==> config.mk <==
export PLATFORM = sky130hd
export DESIGN_NAME = lphm_ram
export DESIGN_NICKNAME = d
export VERILOG_FILES = /design/src/rtl/lphm_ram.sv
export SDC_FILE = /design/constraint.sdc
export NUM_CORES = 1
export LEC_CHECK = 0
export BUFFER_PORTS_ARGS = -buffer_cell sky130_fd_sc_hd__buf_2
export CORE_ASPECT_RATIO = 0.8
export CORE_MARGIN = 2
export CORE_UTILIZATION = 62
export DETAILED_ROUTE_END_ITERATION = 8
export GPL_TIMING_DRIVEN = 0
export PLACE_DENSITY = 0.8
export SLEW_MARGIN = 15
export SYNTH_ARGS = -nofsm -noshare
export SYNTH_HDL_FRONTEND = slang
export SYNTH_SLANG_ARGS = --single-unit
==> constraint.sdc <==
create_clock -name clk -period 2.8 [get_ports clk]
set_clock_uncertainty 0.15 [all_clocks]
set_input_delay 0.56 -clock clk [delete_from_list [all_inputs] [get_ports clk]]
set_output_delay 0.56 -clock clk [all_outputs]
set_load 0.01 [all_outputs]
==> src/rtl/lphm_ram.sv <==
`timescale 1ns / 1ps
// Generic simple dual-port RAM: one write port, one read port, registered read.
// No dependencies.
module lphm_ram #(
    parameter int unsigned WIDTH = 8,
    parameter int unsigned DEPTH = 64
) (
    input  logic                     clk,
    input  logic                     we,
    input  logic [$clog2(DEPTH)-1:0] waddr,
    input  logic [WIDTH-1:0]         wdata,
    input  logic [$clog2(DEPTH)-1:0] raddr,
    output logic [WIDTH-1:0]         rdata
);

    logic [WIDTH-1:0] mem [DEPTH];

    always_ff @(posedge clk)
    begin
        if (we)
        begin
            mem[waddr] <= wdata;
        end
        rdata <= mem[raddr];
    end

endmodule

Word-level counts from Yosys, hierarchy flattened

Memories as Yosys holds them, arrays and structs flattened. A register that Yosys moved wholly into a read port is not among the register bits.
Cells that the tools add are included.

Multiplexer cells: 2

Operators with widths:

| cell    | number |
|---|---|
| $mux W1 | 2 |

Logic and storage cells: 3
RAM bits: 512
Memories: 1
Output and inout bits: 8
Input bits: 22
Register bits after elaboration: 0

Memories:

| name | depth | bits a word | rd ports | clocked after Yosys merged registers in | write ports | line | RTL |
|---|---|---|---|---|---|---|---|
| mem  | 64    | 8           | 1        | 1                                       | 1           | 16   | `logic [WIDTH-1:0] mem [DEPTH];` |

Longest topological paths before layout

Gate-level depths: netlist of the first run.

Word-level depth: 2
Depth in mapped cells: 9

Worst setup path before layout of the first run

Ideal clock, no wire load.

Path kind: input -> register
From: in raddr[1]
To: reg rdata[3] (read register of mem)
Slack: 0.422 ns
Data arrival time: 2.100 ns
Stages on the path: 7
Buffers on the path: 3
Library setup time: 0.128 ns
Cell sequence: buf_4 buf_2 buf_2 mux4_2 mux4_2 o21ai_1 o41ai_1

RTL lines:

| what            | line | RTL |
|---|---|---|
| start, declared | 12   | `input logic [$clog2(DEPTH)-1:0] raddr,` |
| end, declared   | 13   | `output logic [WIDTH-1:0] rdata` |

==> impl_table.tex, run 1 <==
\begin{tabular}{lr}
\hline
Metric & Value \\
\hline
\multicolumn{2}{l}{\textbf{Outcome}} \\
Outcome & finished, final reports clean \\
\multicolumn{2}{l}{\textbf{GRT}} \\
Initial antenna violation count & 0 \\
Global router's overall resource usage & 29.0\% \\
Overflow left after global routing & 0 \\
Pin count of the biggest net entering global routing & 65 \\
Via count of the first global-routing pass & between 9000 and 10000 \\
First-pass GRT wire length & 68000 um \\
\multicolumn{2}{l}{\textbf{Synth}} \\
Post-Syn Area & 0.0202 mm\^{}2 \\
Post-Syn Instances & 940 \\
Sequential-to-total area share from yosys stat & between 70\% and 80\% \\
EDFF count, synth & approximately 500 \\
Post-synthesis area per instance & around 21 um\^{}2 \\
Syn nets & 962 \\
Leading register cell type out of synthesis & sky130\_fd\_sc\_hd\_\_edfxtp\_1 \\
Distinct cell type count of the synthesized netlist & 40 \\
Asr flop ratio synth & 0\% \\
Synthesized flop and latch total & 520 \\
Yosys Warn Count & 0 \\
\multicolumn{2}{l}{\textbf{Pwr}} \\
Standby leakage power & 6.97 nW \\
Share of power burned in the clock network & 40.3\% \\
Internal power & approximately 13 mW \\
Sw Ratio & between 20\% and 30\% \\
Sequential cell fraction of total power & 54.3\% \\
Net switching power & 3.29 mW \\
Worst-case vdd ir drop & $\sim$570 uV \\
Comb power frac & 5.5\% \\
Power density of the placed cells & a little over 700 mW/mm\^{}2 \\
\multicolumn{2}{l}{\textbf{Clocking}} \\
Clk pin slew, worst setup/hold paths & about 0.060 ns \\
TritonCTS clock tree & yes \\
Number of buffers on the longest clock path & 3 \\
TritonCTS Buffers & 47 \\
CTS sink cnt & 520 \\
Hold-fix buffer count after cts & 0 \\
Clock tree root driver cell & sky130\_fd\_sc\_hd\_\_clkbuf\_16 \\
H-Tree Level Count & 2 \\
Worst skew pair latency & between 0.5 and 0.6 ns \\
\multicolumn{2}{l}{\textbf{STA}} \\
Min Clock Period, post-route & 2.74 ns \\
Worst Max-Slew Pin Slew & 1.15 ns \\
Final Max Tran Viols & 0 \\
Max frequency & roughly 360 MHz \\
Setup total negative slack & 0 ns \\
Final Hold Violating Endpoints & 0 \\
Worst rel slew slack & approximately a quarter \\
Hold\_ws & around 0.23 ns \\
Setup violations, final & 0 \\
Final clock period utilization by the worst path & roughly 98\% \\
Unrepaired setup endpoints after global routing & false \\
\multicolumn{2}{l}{\textbf{Finish}} \\
Total Nets Final & around 1000 \\
Area added between synthesis and finish & 11.0\% \\
Fill cells & around 1900 \\
Count of antenna diodes in the layout & 0 \\
Highest-count cells in the layout ignoring fill and taps & sky130\_fd\_sc\_hd\_\_edfxtp\_1, sky130\_fd\_sc\_hd\_\_mux4\_2, sky130\_fd\_sc\_hd\_\_nor2\_1 \\
Ratio of cells with drive above 1 in the final layout & between 20 and 30\% \\
Most common library cell in the layout ignoring fill and taps & sky130\_fd\_sc\_hd\_\_edfxtp\_1 \\
Share of the core filled with cells & a little over two thirds \\
Number of standard cells in the final layout excluding fillers & between 1000 and 1500 \\
\multicolumn{2}{l}{\textbf{Worst setup path}} \\
Maximum fanout along the worst path & 10 \\
Arrival time worst endpoint & $\sim$3 ns \\
Endpoint of the worst register-to-register path & rdata[6] \\
Kind of launch point of the worst setup path & input port \\
Worst setup path class & input port to register \\
Register-to-register path setup slack & 0.44 ns \\
Worst reg2reg startpoint & mem[21][6] \\
Crit path required time & a little over 3 ns \\
CP startpoint & raddr[1] \\
CP Capture Point & rdata[6] \\
Worst reg2reg path depth & 5 \\
Endpoint type of the worst setup path & register \\
\multicolumn{2}{l}{\textbf{Floorplan}} \\
Chip height & roughly 170 um \\
IO Pins & 30 \\
Die Width & a little over 200 um \\
Starting density of the core & between 60\% and 70\% \\
Number of placement rows & just under 60 \\
Placeable core region & $\sim$0.032 mm\^{}2 \\
Die area & about 0.034 mm\^{}2 \\
\multicolumn{2}{l}{\textbf{Place}} \\
Buffers added on ports & 21 \\
Weighted congestion reported at the end of routability-driven placement & around 0.99 \\
Half-perimeter wire length of the detailed placement result & about 30000 um \\
Cell count after placement & approximately 1400 \\
\multicolumn{2}{l}{\textbf{Min path}} \\
Classification of the worst-slack hold path & input port to register \\
Startpoint of the worst hold path & raddr[5] \\
\multicolumn{2}{l}{\textbf{Detailed routing}} \\
Initial DRC count & 1738 \\
Pre-Repair DR Iteration Count & 7 \\
Number of nets still failing antenna checks after routing & 0 \\
Total number of vias & roughly 10000 \\
Mean routed wirelength per cell & approximately 32 um \\
Average via count per standard cell & approximately 6.9 \\
DRC violations left & 0 \\
Detailed-route wire length & roughly 47000 um \\
\multicolumn{2}{l}{\textbf{Job}} \\
Maxcap violations & 0 \\
\hline
\end{tabular}
## metal layers
layer | global-route usage [%] | wire [um]
met1 | 43.0 | 17800
met2 | 42.5 | 21300
met3 | 8.34 | 6360
met4 | 9.22 | 1580
met5 | 0 | 0
## critical path: stages
cell	delay [ns]
sky130_fd_sc_hd__buf_4	0.17
sky130_fd_sc_hd__buf_2	0.26
sky130_fd_sc_hd__clkdlybuf4s15_2	0.45
sky130_fd_sc_hd__nand2_1	0.31
sky130_fd_sc_hd__o221ai_1	0.20
sky130_fd_sc_hd__nor2_1	0.30
sky130_fd_sc_hd__nor3_1	0.13
sky130_fd_sc_hd__o32ai_1	0.57
## how the worst min path moves through the flow
stage | end | slack [ns] | cells past startpoint
after floorplan | mem[0][0] | 0.51 | 0
after detailed placement | rdata[7] | 0.75 | 4
final | rdata[3] | 0.23 | 2
after global routing | rdata[3] | 0.21 | 2
after global placement | rdata[7] | 0.75 | 4
after CTS | rdata[3] | 0.20 | 2
## cell usage after synthesis (all sizes together), types with 3 or more instances
| cell type | number | area [um^2] |
|---|---|---|
| buf | 34 | 253 |
| dfxtp | 8 | 160 |
| nor2b | 14 | 87.6 |
| clkbuf | 17 | 63.8 |
| nand2b | 7 | 43.8 |
| mux4 | 126 | 2840 |
| o22ai | 8 | 50.1 |
| nand3b | 3 | 22.5 |
| a21oi | 3 | 15.0 |
| a22oi | 3 | 22.5 |
| nand3 | 13 | 65.1 |
| o2111ai | 3 | 26.3 |
| mux2 | 13 | 146 |
| o221ai | 8 | 70.1 |
| nor3 | 7 | 35.0 |
| o2bb2ai | 3 | 26.3 |
| a221oi | 6 | 52.6 |
| mux2i | 23 | 230 |
| nand2 | 19 | 71.3 |
| a211oi | 4 | 30.0 |
| edfxtp | 512 | 15400 |
| nor2 | 83 | 312 |
| o21ai | 4 | 20.0 |
## area by class of cell
cell class / instances / area (um^2) / share of cell area [%]
Sequential cell: 520 / 15500 / 69.4
Multi-Input combinational cell: 369 / 4330 / 19.4
Clock buffer: 64 / 1290 / 5.76
Tap cell: 427 / 534 / 2.39
Buffer: 50 / 324 / 1.45
Clock inverter: 22 / 239 / 1.07
Timing Repair Buffer: 21 / 123 / 0.548
## logic make-up after synthesis
kind of cell | after synthesis | share of synthesized area, %
DFF | 520 | 77.0
muxes | 162 | 15.9
and+or+nand+nor | 153 | 3.39
AOI/OAI and AO/OA | 54 | 2.07
buffers and inverters | 51 | 1.57
## through the flow
stage / power [mW] / area [um^2] / setup WS [ns]
floorplan: 9.26 / 20200 / 0.422
global placement: 9.61 / 20800 / -0.617
detailed placement: 9.64 / 20800 / -0.725
CTS: 15.9 / 22300 / 0.0500
global route: 16.3 / 22400 / 0.0118
finish: 15.9 / 22400 / 0.0562
## state kept, by name, indices dropped and copies added (netlist names)
signal	count
mem	512
rdata	8
## timing repair
item,in CTS,in global routing
buffers inserted,0,0
setup endpoints to repair,2,3
pin swaps,0,0
gates resized for setup,2,5
## power by group through the flow
| stage | combinational [mW] | clock [mW] | sequential [mW] |
|---|---|---|---|
| floorplan | 0.459 | 0 | 8.80 |
| global placement | 0.814 | 0 | 8.79 |
| detailed placement | 0.838 | 0 | 8.80 |
| CTS | 0.846 | 6.43 | 8.63 |
| global route | 0.905 | 6.72 | 8.63 |
| finish | 0.868 | 6.41 | 8.63 |
Note: power is estimated with default switching activity, not from simulation.
==> run 2, diff against run 1 <==
GPL_TIMING_DRIVEN = default   (was 0)
==> run 2 against run 1 <==
Total power fell by 2.7%. Sequential cell count did not move. Sequential share of layout area fell by 1.9 points. Critical path depth fell by 1. Core utilization rose by 2.0 points. Critical endpoint is now rdata[7].
==> impl_table.tex, run 2 (same netlist as run 1, synthesis figures left out) <==
\begin{tabular}{lr}
\hline
Metric & Value \\
\hline
\multicolumn{2}{l}{\textbf{STA}} \\
Setup violations, final & 0 \\
Unrepaired setup endpoints after global routing & false \\
Min Clock Period, post-route & 2.29 ns \\
Max frequency & roughly 440 MHz \\
Worst rel slew slack & a little under a quarter \\
Final Hold Violating Endpoints & 0 \\
Final Max Tran Viols & 0 \\
Worst Max-Slew Pin Slew & between 1 and 1.5 ns \\
Final clock period utilization by the worst path & 81.9\% \\
Final setup margin & 0.506 ns \\
\multicolumn{2}{l}{\textbf{Pwr}} \\
Standby leakage power & approximately 7.4 nW \\
Net switching power & 3.24 mW \\
Worst-case vdd ir drop & $\sim$600 uV \\
Comb power frac & around 5.6\% \\
Overall Power & 15.5 mW \\
Share of power burned in the clock network & between 30\% and 40\% \\
Power density of the placed cells & 672 mW/mm\^{}2 \\
Internal power & around 12 mW \\
Sw Ratio & a little over a fifth \\
Sequential cell fraction of total power & between 50 and 60\% \\
\multicolumn{2}{l}{\textbf{Worst setup path}} \\
Slowest stage delay, CP & 0.49 ns \\
Cell-by-cell trace of the critical path & clkbuf\_8 > buf\_12 > buf\_4 > mux4\_2 > mux4\_2 > o21ai\_0 > nand2\_1 \\
Endpoint of the worst register-to-register path & rdata[6] \\
Register-to-register path setup slack & approximately 0.55 ns \\
Kind of launch point of the worst setup path & input port \\
Arrival time worst endpoint & between 2 and 3 ns \\
Crit path required time & between 3 and 4 ns \\
CP Capture Point & rdata[7] \\
Worst reg2reg startpoint & mem[21][6] \\
Endpoint type of the worst setup path & register \\
CP startpoint & raddr[0] \\
Dominant cell type by count on the critical path & sky130\_fd\_sc\_hd\_\_mux4\_2 \\
Worst reg2reg path depth & 5 \\
Slowest cell on the critical path & sky130\_fd\_sc\_hd\_\_mux4\_2 \\
Worst setup path class & input port to register \\
Maximum fanout along the worst path & 17 \\
\multicolumn{2}{l}{\textbf{GRT}} \\
Global router's overall resource usage & between 20\% and 30\% \\
Pin count of the biggest net entering global routing & between 60 and 70 \\
Overflow left after global routing & 0 \\
Initial antenna violation count & 3 \\
First-pass GRT wire length & roughly 67000 um \\
Via count of the first global-routing pass & a little over 10000 \\
\multicolumn{2}{l}{\textbf{Clocking}} \\
CTS sink cnt & 520 \\
Hold-fix buffer count after cts & 0 \\
Post-CTS sizing & 0 \\
Clk pin slew, worst setup/hold paths & $\sim$0.070 ns \\
TritonCTS Buffers & 47 \\
Worst skew pair latency & around 0.56 ns \\
Number of buffers on the longest clock path & 3 \\
H-Tree Level Count & 2 \\
TritonCTS clock tree & yes \\
Clock tree root driver cell & sky130\_fd\_sc\_hd\_\_clkbuf\_16 \\
Post CTS Setup Buffer Count & 0 \\
\multicolumn{2}{l}{\textbf{Floorplan}} \\
Die area & 0.0340 mm\^{}2 \\
IO Pins & 30 \\
Placeable core region & 0.0323 mm\^{}2 \\
Number of placement rows & 59 \\
Starting density of the core & around 63\% \\
Chip height & between 150 and 200 um \\
Die Width & 206 um \\
\multicolumn{2}{l}{\textbf{Finish}} \\
Fill cells & 1788 \\
Highest-count cells in the layout ignoring fill and taps & sky130\_fd\_sc\_hd\_\_edfxtp\_1, sky130\_fd\_sc\_hd\_\_mux4\_2, sky130\_fd\_sc\_hd\_\_buf\_4 \\
Ratio of cells with drive above 1 in the final layout & about a third \\
Flip-flop count of the largest register after layout & about 500 \\
Most common library cell in the layout ignoring fill and taps & sky130\_fd\_sc\_hd\_\_edfxtp\_1 \\
Share of the core filled with cells & just over 70\% \\
Number of standard cells in the final layout excluding fillers & approximately 1600 \\
Area added between synthesis and finish & 14.1\% \\
Largest registers ranked by flip-flop count & mem (512), rdata (8) \\
Total Nets Final & approximately 1100 \\
Largest Register & mem \\
\multicolumn{2}{l}{\textbf{Place}} \\
Half-perimeter wire length of the detailed placement result & around 29000 um \\
Pre-CTS setup slack & -0.0744 ns \\
Cell count after placement & 1468 \\
Buffers added on ports & 29 \\
Weighted congestion reported at the end of routability-driven placement & $\sim$0.86 \\
\multicolumn{2}{l}{\textbf{Detailed routing}} \\
Average via count per standard cell & $\sim$6.7 \\
Number of nets still failing antenna checks after routing & 0 \\
Total number of vias & about 10000 \\
DRC violations left & 0 \\
Initial DRC count & about 1400 \\
Pre-Repair DR Iteration Count & 5 \\
Mean routed wirelength per cell & just under 30 um \\
Detailed-route wire length & 45600 um \\
\multicolumn{2}{l}{\textbf{Min path}} \\
Classification of the worst-slack hold path & input port to register \\
\multicolumn{2}{l}{\textbf{Job}} \\
Maxcap violations & 0 \\
\multicolumn{2}{l}{\textbf{Outcome}} \\
Outcome & finished, final reports clean \\
\hline
\end{tabular}
-- run 2: cell types whose count changed in the layout (fill, tap and decap cells not counted), moves of 4 or more --
cell	change
sky130_fd_sc_hd__buf_12	+8
sky130_fd_sc_hd__buf_4	+95
sky130_fd_sc_hd__buf_6	-4
sky130_fd_sc_hd__clkbuf_1	-22
sky130_fd_sc_hd__bufinv_16	-5
sky130_fd_sc_hd__clkinv_1	+7
-- run 2: power groups by stage --
stage          logic (mW)  registers [mW]  clock network (mW)
6_report            0.861            8.64                5.97
5_1_grt             0.907            8.64                6.32
4_1_cts             0.855            8.64                6.02
3_5_place_dp        0.845            8.81                   0
3_3_place_gp        0.818            8.80                   0
2_1_floorplan       0.459            8.80                   0
-- run 2: layer usage --
layer | track usage (%) | part of all wire, % | vias to the layer above
li1 | - | - | 4219
met1 | 42.6 | 39 | 5362
met2 | 42.7 | 47 | 688
met3 | 5.46 | 11 | 82
met4 | 7.13 | 2.1 | 4
met5 | 0 | 0.055 | -
-- run 2: metrics by stage --
step / hold slack, ns / cell area, um^2 / setup TNS, ns
floorplan: 0.509 / 20200 / 0
global placement: 0.683 / 21600 / -0.0535
detailed placement: 0.705 / 21600 / -0.0966
CTS: 0.260 / 23000 / 0
global route: 0.305 / 23000 / 0
finish: 0.289 / 23000 / 0
-- run 2: critical path, delay by kind of cell --
kind	cells	cell delay (ns)
multiplexers	2	0.94
AO/OA/AOI/OAI	1	0.31
AND/OR/NAND/NOR	1	0.09
buffers and inverters	3	0.64
-- run 2: area by class of cell --
class | count | area [um^2] | area share, %
sequential | 520 | 15500 | 67.5
timing repair buffer | 152 | 1210 | 5.25
multi-input combinational | 369 | 4320 | 18.8
tap | 427 | 534 | 2.32
antenna | 1 | 2.50 | 0.0109
clock inverter | 26 | 128 | 0.555
clock buffer | 58 | 1290 | 5.61
-- run 2: worst min path at each step --
| stage | start | endpoint | slack, ns | cells past startpoint |
|---|---|---|---|---|
| after floorplan | wdata[0] | mem[0][0] | 0.51 | 0 |
| after global routing | raddr[5] | rdata[0] | 0.31 | 3 |
| after global placement | mem[30][6] | rdata[6] | 0.68 | 3 |
| final | raddr[5] | rdata[0] | 0.29 | 3 |
| after CTS | raddr[5] | rdata[0] | 0.26 | 3 |
| after detailed placement | mem[31][4] | rdata[4] | 0.70 | 3 |
==> run 3, diff against run 2 <==
clock period = 2.15 ns   (was 2.8 ns; I/O delays follow)
==> run 3 against run 2 <==
Register-to-register slack got worse by 0.48 ns. First-iteration DRC count fell by 11%. Clock power rose by 28%. Sequential power rose by 31%. Critical path depth fell by 1. Highest routed layer unchanged. Sequential share of layout area fell by 1.1 points. Total power rose by 30%. Non-clock buffer count rose by 41. Count of clock-buffer cells in the layout did not move.
==> impl_table.tex, run 3 (same netlist as run 1, synthesis figures left out) <==
\begin{tabular}{lr}
\hline
Metric & Value \\
\hline
\multicolumn{2}{l}{\textbf{Worst setup path}} \\
Buf+Inv Stages, Crit Path & 1 \\
Kind of launch point of the worst setup path & register \\
Top Family by Delay on Critical Path & multiplexers \\
Worst setup path class & register to register \\
Arrival time worst endpoint & roughly 2.4 ns \\
Endpoint type of the worst setup path & register \\
Crit path required time & roughly 2.4 ns \\
Maximum fanout along the worst path & 1 \\
Cell-by-cell trace of the critical path & mux4\_2 > mux2\_2 > o221a\_2 > nor3\_1 > buf\_4 > o32ai\_1 \\
Slowest cell on the critical path & sky130\_fd\_sc\_hd\_\_mux4\_2 \\
Slowest stage delay, CP & about 0.48 ns \\
\multicolumn{2}{l}{\textbf{Place}} \\
Half-perimeter wire length of the detailed placement result & around 29000 um \\
Weighted congestion reported at the end of routability-driven placement & 0.925 \\
Cell count after placement & approximately 1500 \\
Buffers added on ports & 29 \\
Post-Place Cell Area & $\sim$0.022 mm\^{}2 \\
Pre-CTS setup slack & -0.404 ns \\
\multicolumn{2}{l}{\textbf{Detailed routing}} \\
Initial DRC count & around 1200 \\
Pre-Repair DR Iteration Count & 5 \\
Total number of vias & just over 10000 \\
Average via count per standard cell & 6.46 \\
Mean routed wirelength per cell & between 20 and 30 um \\
DRC violations left & 0 \\
Number of nets still failing antenna checks after routing & 0 \\
Detailed-route wire length & 45800 um \\
\multicolumn{2}{l}{\textbf{Clocking}} \\
Number of buffers on the longest clock path & 3 \\
Clk pin slew, worst setup/hold paths & approximately 0.060 ns \\
H-Tree Level Count & 2 \\
Worst skew pair latency & 0.56 ns \\
Clock tree root driver cell & sky130\_fd\_sc\_hd\_\_clkbuf\_16 \\
Post-CTS sizing & 0 \\
TritonCTS Buffers & 48 \\
TritonCTS clock tree & yes \\
Post CTS Setup Buffer Count & 0 \\
Hold-fix buffer count after cts & 0 \\
CTS sink cnt & 520 \\
\multicolumn{2}{l}{\textbf{Pwr}} \\
Worst-case vdd ir drop & approximately 750 uV \\
Standby leakage power & roughly 7.7 nW \\
Power density of the placed cells & 860 mW/mm\^{}2 \\
\multicolumn{2}{l}{\textbf{Finish}} \\
Ratio of cells with drive above 1 in the final layout & about 34\% \\
Area added between synthesis and finish & 15.9\% \\
Number of standard cells in the final layout excluding fillers & 1595 \\
Fill cells & between 1500 and 2000 \\
Flip-flop count of the largest register after layout & 512 \\
Largest registers ranked by flip-flop count & mem (512), rdata (8) \\
Largest Register & mem \\
Sequential cell area & 0.0155 mm\^{}2 \\
Count of antenna diodes in the layout & 0 \\
Multi-input gate area in the final layout & around 0.0043 mm\^{}2 \\
Highest-count cells in the layout ignoring fill and taps & sky130\_fd\_sc\_hd\_\_edfxtp\_1, sky130\_fd\_sc\_hd\_\_buf\_4, sky130\_fd\_sc\_hd\_\_mux4\_2 \\
Total Nets Final & between 1000 and 1500 \\
Most common library cell in the layout ignoring fill and taps & sky130\_fd\_sc\_hd\_\_edfxtp\_1 \\
Finished Cell Area & 0.0234 mm\^{}2 \\
\multicolumn{2}{l}{\textbf{Floorplan}} \\
Number of placement rows & 59 \\
Placeable core region & around 0.032 mm\^{}2 \\
IO Pins & 30 \\
Die area & between 0.03 and 0.04 mm\^{}2 \\
Starting density of the core & between 60\% and 70\% \\
Chip height & 165 um \\
Die Width & 206 um \\
\multicolumn{2}{l}{\textbf{STA}} \\
Final setup margin & 0.0675 ns \\
Worst rel slew slack & 24.7\% \\
Max frequency & between 400 and 500 MHz \\
Unrepaired setup endpoints after global routing & false \\
Min Clock Period, post-route & 2.08 ns \\
Final clock period utilization by the worst path & $\sim$97\% \\
Worst Max-Slew Pin Slew & around 1.1 ns \\
Setup violations, final & 0 \\
Hold\_ws & roughly 0.23 ns \\
Setup total negative slack & 0 ns \\
Final Hold Violating Endpoints & 0 \\
Final Max Tran Viols & 0 \\
\multicolumn{2}{l}{\textbf{GRT}} \\
Overflow left after global routing & 0 \\
Via count of the first global-routing pass & between 10000 and 15000 \\
Pin count of the biggest net entering global routing & 65 \\
Initial antenna violation count & 1 \\
Global router's overall resource usage & between 20\% and 30\% \\
First-pass GRT wire length & about 67000 um \\
\multicolumn{2}{l}{\textbf{Min path}} \\
Classification of the worst-slack hold path & input port to register \\
\multicolumn{2}{l}{\textbf{Outcome}} \\
Outcome & finished, final reports clean \\
\multicolumn{2}{l}{\textbf{Job}} \\
Maxcap violations & 0 \\
\hline
\end{tabular}
run 3: worst register-to-register path: cells and delay by family (launching register included):
family | cells | cell delay (ns)
AO/OA/AOI/OAI | 2 | 0.35
flip-flops | 1 | 0.36
AND/OR/NAND/NOR | 1 | 0.19
buffers and inverters | 1 | 0.15
multiplexers | 2 | 0.75
run 3: cell type report:
type | instances | share of cell area, %
clock buffer | 58 | 5.48
tap | 427 | 2.29
sequential | 520 | 66.5
timing repair buffer | 193 | 6.79
multi-input combinational | 369 | 18.5
clock inverter | 28 | 0.535
run 3: power by group:
group	leakage [nW]	switching, mW	total (mW)	internal, mW
clock network	0.691	3.46	7.67	4.21
logic	2.30	0.679	1.19	0.508
registers	4.67	0.0397	11.3	11.2
total	7.66	4.17	20.1	15.9
run 3: final timing paths:
| kind | to | slack (ns) | start | depth (start not counted) |
|---|---|---|---|---|
| max | rdata[6] | 0.07 | mem[21][6] | 6 |
| min | mem[19][2] | 0.23 | wdata[2] | 2 |
| min reg2reg | rdata[2] | 0.68 | mem[34][2] | 4 |
| max reg2reg | rdata[6] | 0.07 | mem[21][6] | 6 |
run 3: routing by layer:
layer	part of all wire, %	vias to the layer above	track usage, %
met5	0.028	-	0
met4	2.7	2	8.08
met3	12	94	7.14
met2	47	630	43.9
met1	38	5274	41.1
li1	-	4304	-
run 3: metrics by stage:
| stage | util (%) | power, mW |
|---|---|---|
| final | 72.5 | 20.1 |
| after global routing | 72.5 | 20.6 |
| after CTS | 72.4 | 20.2 |
| after detailed placement | 68.1 | 12.6 |
| after global placement | 68.1 | 12.6 |
| after floorplan | - | 12.1 |
